===== src/hw/rtl/dsdl_pkg.sv =====
// Shared types, codes and defaults for the depth sorted draw list.
`timescale 1ns / 1ps
`default_nettype none

package dsdl_pkg;

    localparam int CAPACITY_DEF    = 64;
    localparam int COORD_WIDTH_DEF = 16;

    // Width of every coordinate, rotation and scale field on the ports
    localparam int FIELD_W = 16;
    // Stored entry word: object, x, kind, rotation, scale
    localparam int DATA_W  = 8 + FIELD_W + 4 + FIELD_W + FIELD_W;

    localparam logic [1:0] MODE_ADD   = 2'd0;
    localparam logic [1:0] MODE_EMIT  = 2'd1;
    localparam logic [1:0] MODE_CLEAR = 2'd2;

    localparam logic [1:0] ST_ENTRY = 2'd0;
    localparam logic [1:0] ST_OK    = 2'd1;
    localparam logic [1:0] ST_FULL  = 2'd2;
    localparam logic [1:0] ST_EMPTY = 2'd3;

    typedef struct packed {
        logic [1:0]                mode;
        logic [7:0]                object_id;
        logic signed [FIELD_W-1:0] pos_x;
        logic signed [FIELD_W-1:0] pos_y;
        logic [3:0]                kind;
        logic signed [FIELD_W-1:0] rotation;
        logic [FIELD_W-1:0]        scale;
        logic signed [FIELD_W-1:0] offset_x;
        logic signed [FIELD_W-1:0] offset_y;
    } in_item_t;

    typedef struct packed {
        logic [1:0]                status;
        logic [7:0]                object_id_res;
        logic signed [FIELD_W-1:0] out_x;
        logic signed [FIELD_W-1:0] out_y;
        logic [3:0]                kind_res;
        logic signed [FIELD_W-1:0] rotation_res;
        logic [FIELD_W-1:0]        scale_res;
        logic                      last;
    } res_item_t;

    // Controller to datapath commands
    typedef struct packed {
        logic       capture;
        logic       add_first;
        logic       ins_step;
        logic       place_zero;
        logic       emit_start;
        logic       emit_step;
        logic       clear;
        logic       count_inc;
        logic       res_load;
        logic [1:0] res_status;
    } cmd_t;

    // Datapath to controller status
    typedef struct packed {
        logic count_zero;
        logic full;
        logic key_less;
        logic idx_zero;
        logic emit_end;
    } sts_t;

endpackage

`default_nettype wire


===== src/hw/rtl/dsdl_ctrl.sv =====
// Controller state machine for the depth sorted draw list.
`timescale 1ns / 1ps
`default_nettype none

module dsdl_ctrl (
    input  wire logic          clk,
    input  wire logic          rst_n,
    input  wire logic          start,
    input  wire logic [1:0]    mode,
    input  wire dsdl_pkg::sts_t sts,
    output dsdl_pkg::cmd_t     cmd,
    output logic               busy
);
    import dsdl_pkg::*;

    typedef enum logic [1:0] {
        S_IDLE,
        S_INSERT,
        S_PLACE,
        S_EMIT
    } state_t;

    state_t state_reg;
    state_t state_next;
    logic   busy_reg;

    always_comb
    begin
        cmd        = '0;
        state_next = state_reg;
        case (state_reg)
            S_IDLE:
            begin
                if (start)
                begin
                    cmd.capture = 1'b1;
                    case (mode)
                        MODE_ADD:
                        begin
                            if (sts.full)
                            begin
                                cmd.res_load   = 1'b1;
                                cmd.res_status = ST_FULL;
                            end
                            else
                            begin
                                cmd.add_first = 1'b1;
                                state_next    = sts.count_zero ? S_PLACE : S_INSERT;
                            end
                        end
                        MODE_EMIT:
                        begin
                            if (sts.count_zero)
                            begin
                                cmd.res_load   = 1'b1;
                                cmd.res_status = ST_EMPTY;
                            end
                            else
                            begin
                                cmd.emit_start = 1'b1;
                                state_next     = S_EMIT;
                            end
                        end
                        MODE_CLEAR:
                        begin
                            cmd.clear      = 1'b1;
                            cmd.res_load   = 1'b1;
                            cmd.res_status = ST_OK;
                        end
                        default:
                        begin
                            cmd.capture = 1'b0;
                        end
                    endcase
                end
            end
            S_INSERT:
            begin
                cmd.ins_step = 1'b1;
                if (!sts.key_less)
                begin
                    cmd.count_inc  = 1'b1;
                    cmd.res_load   = 1'b1;
                    cmd.res_status = ST_OK;
                    state_next     = S_IDLE;
                end
                else if (sts.idx_zero)
                begin
                    state_next = S_PLACE;
                end
            end
            S_PLACE:
            begin
                cmd.place_zero = 1'b1;
                cmd.count_inc  = 1'b1;
                cmd.res_load   = 1'b1;
                cmd.res_status = ST_OK;
                state_next     = S_IDLE;
            end
            S_EMIT:
            begin
                cmd.emit_step = 1'b1;
                if (sts.emit_end)
                begin
                    state_next = S_IDLE;
                end
            end
            default:
            begin
                state_next = S_IDLE;
            end
        endcase
    end

    always_ff @(posedge clk or negedge rst_n)
    begin
        if (!rst_n)
        begin
            state_reg <= S_IDLE;
            busy_reg  <= 1'b0;
        end
        else
        begin
            state_reg <= state_next;
            busy_reg  <= (state_next != S_IDLE);
        end
    end

    assign busy = busy_reg;

endmodule

`default_nettype wire


===== config.mk =====
export PLATFORM = sky130hd
export DESIGN_NAME = dsdl_ctrl
export DESIGN_NICKNAME = d
export VERILOG_FILES = /design/src/hw/rtl/dsdl_pkg.sv /design/src/hw/rtl/dsdl_ctrl.sv
export SDC_FILE = /design/constraint.sdc
export NUM_CORES = 1
export LEC_CHECK = 0
export BUFFER_PORTS_ARGS = -buffer_cell sky130_fd_sc_hd__clkbuf_2
export CORE_AREA = 3 3 40 42
export DETAILED_ROUTE_END_ITERATION = 8
export DIE_AREA = 0 0 43 45
export SETUP_SLACK_MARGIN = 0.02
export SLEW_MARGIN = 25
export SYNTH_ARGS = -nofsm -noshare
export SYNTH_HDL_FRONTEND = slang
export SYNTH_SLANG_ARGS = --single-unit

===== constraint.sdc =====
create_clock -name clk -period 2.15 [get_ports clk]
set_input_delay 0.3225 -clock clk [delete_from_list [all_inputs] [get_ports clk]]
set_output_delay 0.3225 -clock clk [all_outputs]
set_load 0.05 [all_outputs]

==> impl_metrics.ini, run 1 <==
[run_status]
status = complete, no violations

[timing]
timing.final.hold_violations = 0
max-slew-margin-rel_pct = 79.4
finalClockSkew_ps = 1.93
slew_viol_final = 0
fin_crit_sh_pct = 92.1
fmax_mhz = 505
rsz0062_at_grt = no
finalSetupViolations = 0
holdWs_ps = 436
worst_slew_pin_slew_ps = 307
period_needed_ps = 1980

[clock_network]
cts.clk_slew.worst_paths_ps = 40
cts.sink_count = 3
post_cts_buffers = 0
cts_tree = built
cts.path.max_buffers = 2
clock_latency_ps = 230
htreeDepth = 1
clockRootBuffer = clkbuf_4
numCtsBuffers = 3

[floorplanning]
die_w_um = 43
io_pins = 22
row_count = 13
start_util_pct = 31.4
core_sq_um = 1280
die_y_um = 45
dieArea_sq_um = 1940

[worst_setup_path]
worstSetupEndpointType = primary output
crit_family = flip-flops
required_ps = 1830
crit_chain = inv_1 -> ha_2 -> nand2_1 -> nor3b_2 -> clkbuf_2
cp_max_fo = 7
criticalPathCategory = reg2out
slowest_delay_ps = 420
critPathLaunchType = register
worst_path_max_delay_cell = dfrtp_1
arrival_ps = 1660
cp_num_buf_inv = 2

[placed_design]
dp_cells = 83
gp_congestion = 0.703
hpwl_um = 782
io_buffers = 21

[logic_synthesis]
syn-num-nets = 63
seq_area_frac_synth_pct = 18.6
syn-mean-instance-area_sq_um = 8.22
synth_cells = 49
synth_area_leader_cell = dfrtp_1
synth_top_area_share_pct = 18.6
netlist_area_sq_um = 403
synth.area.top_cells = dfrtp_1, ha_1, a21oi_1, mux2i_1, nand3b_4
synth-seq-cells = 3
synth_cell_types = 26
yosys_warnings = 0

[grt]
grt_first_pass_wirelength_mm = 1.68
antenna_found_initial = 0
grt_pass1_vias = 411
grt_max_degree = 10
gr-total-overflow = 0
grtUsageTotal_pct = 11.3

[routing]
ant_nets = 0
remaining_drc_errors = 0
firstDrtPassIters = 4
post_drt_wl_per_cell_um = 11.3
vias = 443
routed_wl_um = 990
vias_per_cell = 5.03
initialDrtViolationCount = 5

[power]
peakVddDrop_mv = 0.420
power.density_nw_per_um2 = 1260
p_leak_uw = 0.000286
p_total_uw = 717

[job]
drv_cap = 0

[min_path]
hp-class = in2async

[cells_and_area]
drive_gt1_share_pct = 43.8
fin_util_pct = 44.3
seqCellArea_sq_um = 75.1
largest_reg_flops = 2
nFillCells = 144
antenna_cells = 0
layout.cells.non_filler = 88
multi_input_area_sq_um = 317
area_delta_synth_final_pct = 41.3
nNetsFinal = 88
stage by stage:
step	area, sq um	worst slack, ps	TNS (ps)
after floorplan	423	-158	-408
after global placement	528	344	0
after detailed placement	528	296	0
after CTS	564	40.8	0
after global routing	569	44.0	0
final	569	169	0
kinds of logic after synthesis:
group	count (synthesis)	synth area share (%)
buffers and inverters	6	8.38
AOI/OAI and AO/OA	12	18.9
muxes	2	4.97
and+or+nand+nor	22	36.6
adders and majority gates	4	12.4
DFF	3	18.6
cell usage after synthesis, drive strengths merged:
master,n
ha,4
nand2,4
a31oi,1
nand3b,3
inv,4
a211oi,1
a32o,1
nor3,3
and3b,1
o31ai,1
nor3b,1
a21oi,5
nor4b,1
o2bb2ai,1
nor2,4
nor2b,2
and2,1
o22ai,1
mux2i,2
nand3,2
buf,2
o21ai,1
dfrtp,3
cell type report:
cell class | instances | share of cell area (%)
multi-input cells | 40 | 55.6
well taps | 15 | 3.30
flip-flops and latches | 3 | 13.2
clock buffers | 4 | 4.62
inverters | 4 | 2.64
repair buffers | 22 | 20.7
path summary, 6_finish.rpt:
check / endpoint / startpoint / slack [ps] / cells past startpoint
setup / recovery: cmd[4] / state_reg[1] / 170 / 5
hold / removal: state_reg[1] / rst_n / 440 / 2
setup reg to reg: state_reg[0] / state_reg[1] / 470 / 6
hold reg to reg: state_reg[0] / state_reg[0] / 760 / 3
max in group asynchronous: busy / rst_n / 1600 / 2
min in group clk: busy / sts[4] / 510 / 3
what timing repair did:
action | in CTS | in global routing
endpoints found under the setup margin | 0 | 7
gates resized for setup | 0 | 3
endpoints found under the hold margin | 3 | 0
hold buffers | 1 | 0
per-layer routing:
metal  routed length [um]  GRT usage [%]  share of wire (%)  vias up
met5                    0              0                  0        -
met4                    0           1.81                  0        0
met3                   74           3.59                7.5        0
met2                  470           18.9                 47       14
met1                  445           14.7                 45      203
li1                     -              -                  -      226
where the power goes:
group | switching, uW | internal [uW] | total [uW]
registers | 20.4 | 79.8 | 100
clock network | 29.1 | 69.5 | 98.7
logic | 383 | 135 | 518
placed cells by master, fill, tap and decap left out, types with 2 or more instances in the layout:
cell / Yosys / final
clkbuf_2: 0 / 20
a21oi_1: 5 / 5
inv_1: 4 / 4
nand2_1: 4 / 4
nor2_1: 4 / 4
clkbuf_4: 0 / 4
ha_1: 4 / 3
dfrtp_1: 3 / 3
nand3_1: 2 / 2
nor3_2: 0 / 2
nand3b_1: 2 / 2
mux2i_1: 2 / 2
worst reg2reg max path: cells and delay by family, from the launching register on:
kind	cells	cell delay, ps
buffers and inverters	1	110
adder cells (fa/ha/maj)	1	230
flip-flops	1	420
AO/OA/AOI/OAI	2	440
AND/OR/NAND/NOR	2	370
Power figures use the tool's default switching activity.
==> inputs of run 2 (changes only) <==
CORE_AREA = 2 2 39 41   (was 3 3 40 42)
DIE_AREA = 0 0 41 43   (was 0 0 43 45)
==> run 2 against run 1 <==
Core utilization shrank 3.3 points. Via count decreased by 0.45%. Worst hold slack worse by 7.7 ps. Critical path type unchanged. Combinational power about the same.
==> impl_metrics.ini, run 2 (synthesized netlist as in run 1, its figures left out) <==
[run_status]
status = complete, no violations

[clock_network]
clockRootBuffer = clkbuf_4
cts.clk_slew.worst_paths_ps = 40
cts.sink_count = 3
clock_latency_ps = 230
cts.path.max_buffers = 2
htreeDepth = 1
numCtsBuffers = 3
cts_tree = built

[worst_setup_path]
required_ps = 1830
criticalPathCategory = reg2out
arrival_ps = 1680
worstSetupEndpointType = primary output
cp_max_fo = 7
critPathLaunchType = register

[timing]
setup_ws_ps = 150
timing.final.hold_violations = 0
fin_crit_sh_pct = 93.0
finalClockSkew_ps = 0.221
max-slew-margin-rel_pct = 81.1
rsz0062_at_grt = no
worst_slew_pin_slew_ps = 281
slew_viol_final = 0
fmax_mhz = 500
period_needed_ps = 2000
finalSetupViolations = 0

[placed_design]
dp_cells = 84
hpwl_um = 755
io_buffers = 21
gp_congestion = 0.822
dpl_cell_area_sq_um = 529
pre_cts_slack_ps = 313

[min_path]
hp-class = in2async

[floorplanning]
start_util_pct = 29.1
core_sq_um = 1380
dieArea_sq_um = 1760
die_y_um = 43
row_count = 14
io_pins = 22
die_w_um = 41

[job]
drv_cap = 0

[grt]
grt_first_pass_wirelength_mm = 1.59
antenna_found_initial = 0
grt_pass1_vias = 393
grt_max_degree = 10
grtUsageTotal_pct = 13.3
gr-total-overflow = 0

[cells_and_area]
antenna_cells = 0
nNetsFinal = 88
final_area_sq_um = 568
layout.cells.non_filler = 89
area_delta_synth_final_pct = 41.0
multi_input_area_sq_um = 317
nFillCells = 146
mostFrequentLayoutCells = clkbuf_2, a21oi_1, inv_1, nand2_1, nor2_1
drive_gt1_share_pct = 43.8
largest_reg_flops = 2
layout_commonest_cell = clkbuf_2
seqCellArea_sq_um = 75.1

[power]
peakVddDrop_mv = 0.624
p_leak_uw = 0.000285
power.density_nw_per_um2 = 1260

[routing]
ant_nets = 0
vias_per_cell = 4.96
vias = 441
remaining_drc_errors = 0
initialDrtViolationCount = 9
routed_wl_um = 946
firstDrtPassIters = 4
post_drt_wl_per_cell_um = 10.6
-- run 2: worst paths after layout --
path                       cells past startpoint  slack (ps)          from            to
min                                            2         430         rst_n          busy
max reg2reg                                    6         460  state_reg[1]  state_reg[0]
max                                            5         150  state_reg[1]        cmd[1]
min reg2reg                                    3         780  state_reg[0]          busy
max in group asynchronous                      2        1620         rst_n  state_reg[1]
min in group clk                               5         540        sts[2]  state_reg[1]
-- run 2: routing by layer --
layer / wire length [um] / up-vias / part of all wire (%) / track usage, %
met3: 52 / 0 / 5.5 / 3.66
met1: 452 / 202 / 48 / 18.5
met5: 0 / - / 0 / 0
met4: 0 / 0 / 0 / 8.00
met2: 440 / 16 / 47 / 17.5
li1: - / 223 / - / -
-- run 2: stage by stage --
| stage | setup TNS [ps] | hold slack (ps) | util, % | power [uW] |
|---|---|---|---|---|
| finish | 0 | 428 | 41.0 | 714 |
| floorplan | -408 | 26.9 | - | 518 |
| global placement | 0 | 120 | 38.2 | 615 |
| CTS | 0 | 414 | 40.9 | 720 |
| global route | 0 | 438 | 41.0 | 763 |
| detailed placement | 0 | 120 | 38.2 | 617 |
-- run 2: cell type report --
type | instances | share of cell area, %
timing repair buffer | 22 | 20.3
sequential | 3 | 13.2
inverter | 4 | 2.64
multi-input combinational | 40 | 55.7
tap | 16 | 3.52
clock buffer | 4 | 4.63
-- run 2: where the power goes --
group	total [uW]	leakage [uW]	switching, uW	internal, uW
registers	101	0.0000377	20.8	79.7
clock network	96.2	0.0000150	26.8	69.4
logic	517	0.000233	383	134
-- run 2: worst max-delay path: stages, from the launching register on --
cell	delay, ps
dfrtp_1	430
inv_1	120
ha_2	270
nand3b_4	130
a211oi_2	200
clkbuf_2	300
-- run 2: repair_timing --
action	in CTS	in global routing
setup buffers	0	0
hold buffers	1	0
resized for setup	0	1
hold endpoints to repair	3	0
endpoints found under the setup margin	0	3
==> inputs of run 3 (changes only) <==
SETUP_SLACK_MARGIN = 0.2   (was 0.02)
==> run 3 against run 2 <==
Sequential power is essentially flat. Die area is the same. Worst hold slack got worse by 7.6 ps. Non-clock buffer count is the same. Combinational power increased by 8.1%. Final cell count is the same. First-iteration DRC count fell by 44%. Clock skew barely moved. Sequential cell count did not move. Clock power increased by 0.4%. Core utilization rose by 2.1 points. Highest routed layer unchanged.
==> impl_metrics.ini, run 3 (synthesized netlist as in run 1, its figures left out) <==
[timing]
fmax_mhz = 537
period_needed_ps = 1860
slew_viol_final = 0
tns_ps = 0
timing.final.hold_violations = 0
fin_crit_sh_pct = 86.7
finalClockSkew_ps = 0.672
finalSetupViolations = 0
max-slew-margin-rel_pct = 78.2
rsz0062_at_grt = no
holdWs_ps = 420
worst_slew_pin_slew_ps = 324

[power]
peakVddDrop_mv = 0.548
p_leak_uw = 0.000290
p_int_uw = 310
power.density_nw_per_um2 = 1270
p_clk_share_pct = 12.8
p_sw_share_pct = 59.0
p_total_uw = 756
power_frac_seq_pct = 13.4
p_comb_share_pct = 73.8
p_sw_uw = 446

[worst_setup_path]
rrSetupSlack_ps = 420
critPathLaunchType = register
arrival_ps = 1540
required_ps = 1830
worstSetupEndpointType = primary output
cp_max_fo = 7
criticalPathCategory = reg2out
rr_worst_depth = 6

[clock_network]
numCtsBuffers = 3
cts.clk_slew.worst_paths_ps = 40
cts.path.max_buffers = 2
clock_latency_ps = 230
cts.sink_count = 3
cts_tree = built
post_cts_buffers = 0
clockRootBuffer = clkbuf_4
htreeDepth = 1

[cells_and_area]
final_area_sq_um = 597
mostFrequentLayoutCells = clkbuf_2, nand2_1, nor2_1, clkbuf_4
area_delta_synth_final_pct = 48.1
drive_gt1_share_pct = 47.9
antenna_cells = 0
layout_commonest_cell = clkbuf_2
largest_reg_flops = 2
fin_util_pct = 43.1
nNetsFinal = 88
nFillCells = 143

[job]
drv_cap = 0

[routing]
firstDrtPassIters = 2
post_drt_wl_per_cell_um = 10.9
remaining_drc_errors = 0
vias = 446
routed_wl_um = 967
ant_nets = 0
initialDrtViolationCount = 5
vias_per_cell = 5.01

[floorplanning]
row_count = 14
core_sq_um = 1380
die_y_um = 43
dieArea_sq_um = 1760
start_util_pct = 29.1
io_pins = 22
die_w_um = 41

[placed_design]
gp_congestion = 0.791
io_buffers = 21
hpwl_um = 767
dpl_cell_area_sq_um = 533

[grt]
grt_pass1_vias = 386
grt_first_pass_wirelength_mm = 1.50
grt_max_degree = 10
gr-total-overflow = 0
grtUsageTotal_pct = 12.4
antenna_found_initial = 0

[min_path]
hp-class = in2async

[run_status]
status = complete, no violations
==> run 3: stage by stage <==
| stage | setup slack, ps | instances |
|---|---|---|
| global placement | 353 | 84 |
| floorplan | -158 | 49 |
| detailed placement | 292 | 84 |
| global route | 199 | 89 |
| finish | 287 | 89 |
| CTS | 164 | 89 |
==> run 3: worst paths after layout <==
path                              startpoint           end
worst max-delay path            state_reg[0]        cmd[1]
worst min-delay path                   rst_n          busy
worst max register to register  state_reg[1]  state_reg[0]
worst min register to register  state_reg[0]          busy
max in group asynchronous              rst_n  state_reg[1]
min in group clk                      sts[1]  state_reg[1]
==> run 3: metal layers <==
| metal | global-route usage (%) | vias up | share of wire, % | routed length (um) |
|---|---|---|---|---|
| met5 | 0 | - | 0 | 0 |
| met4 | 8.00 | 0 | 0 | 0 |
| met3 | 0.524 | 0 | 5.1 | 49 |
| met2 | 19.1 | 10 | 53 | 509 |
| met1 | 15.9 | 209 | 42 | 408 |
| li1 | - | 227 | - | - |
==> run 3: critical path: stages, from the launching register on <==
cell      delay, ps
dfrtp_1         400
inv_1           140
ha_4            200
nand3b_4        120
a211oi_2        250
buf_6           190
==> run 3: power groups by stage <==
stage          combinational (uW)  sequential [uW]  clock, uW
2_1_floorplan                 388              132          0
3_3_place_gp                  518              101          0
3_5_place_dp                  522              101          0
4_1_cts                       530              100        104
5_1_grt                       595              105        105
6_report                      559              101       96.6
==> run 3: layout make-up <==
| cell class | instances | area [sq um] | area share, % |
|---|---|---|---|
| multi-input cells | 40 | 334 | 56.0 |
| clock buffers | 4 | 26.3 | 4.40 |
| well taps | 16 | 20.0 | 3.35 |
| repair buffers | 22 | 126 | 21.2 |
| flip-flops and latches | 3 | 75.1 | 12.6 |
| inverters | 4 | 15.0 | 2.52 |
==> run 3: what timing repair did <==
| action | 4_1_cts | 5_1_grt |
|---|---|---|
| endpoints found under the setup margin | 7 | 8 |
| gates resized for setup | 3 | 8 |
| endpoints found under the hold margin | 3 | 0 |
| hold buffers | 1 | 0 |
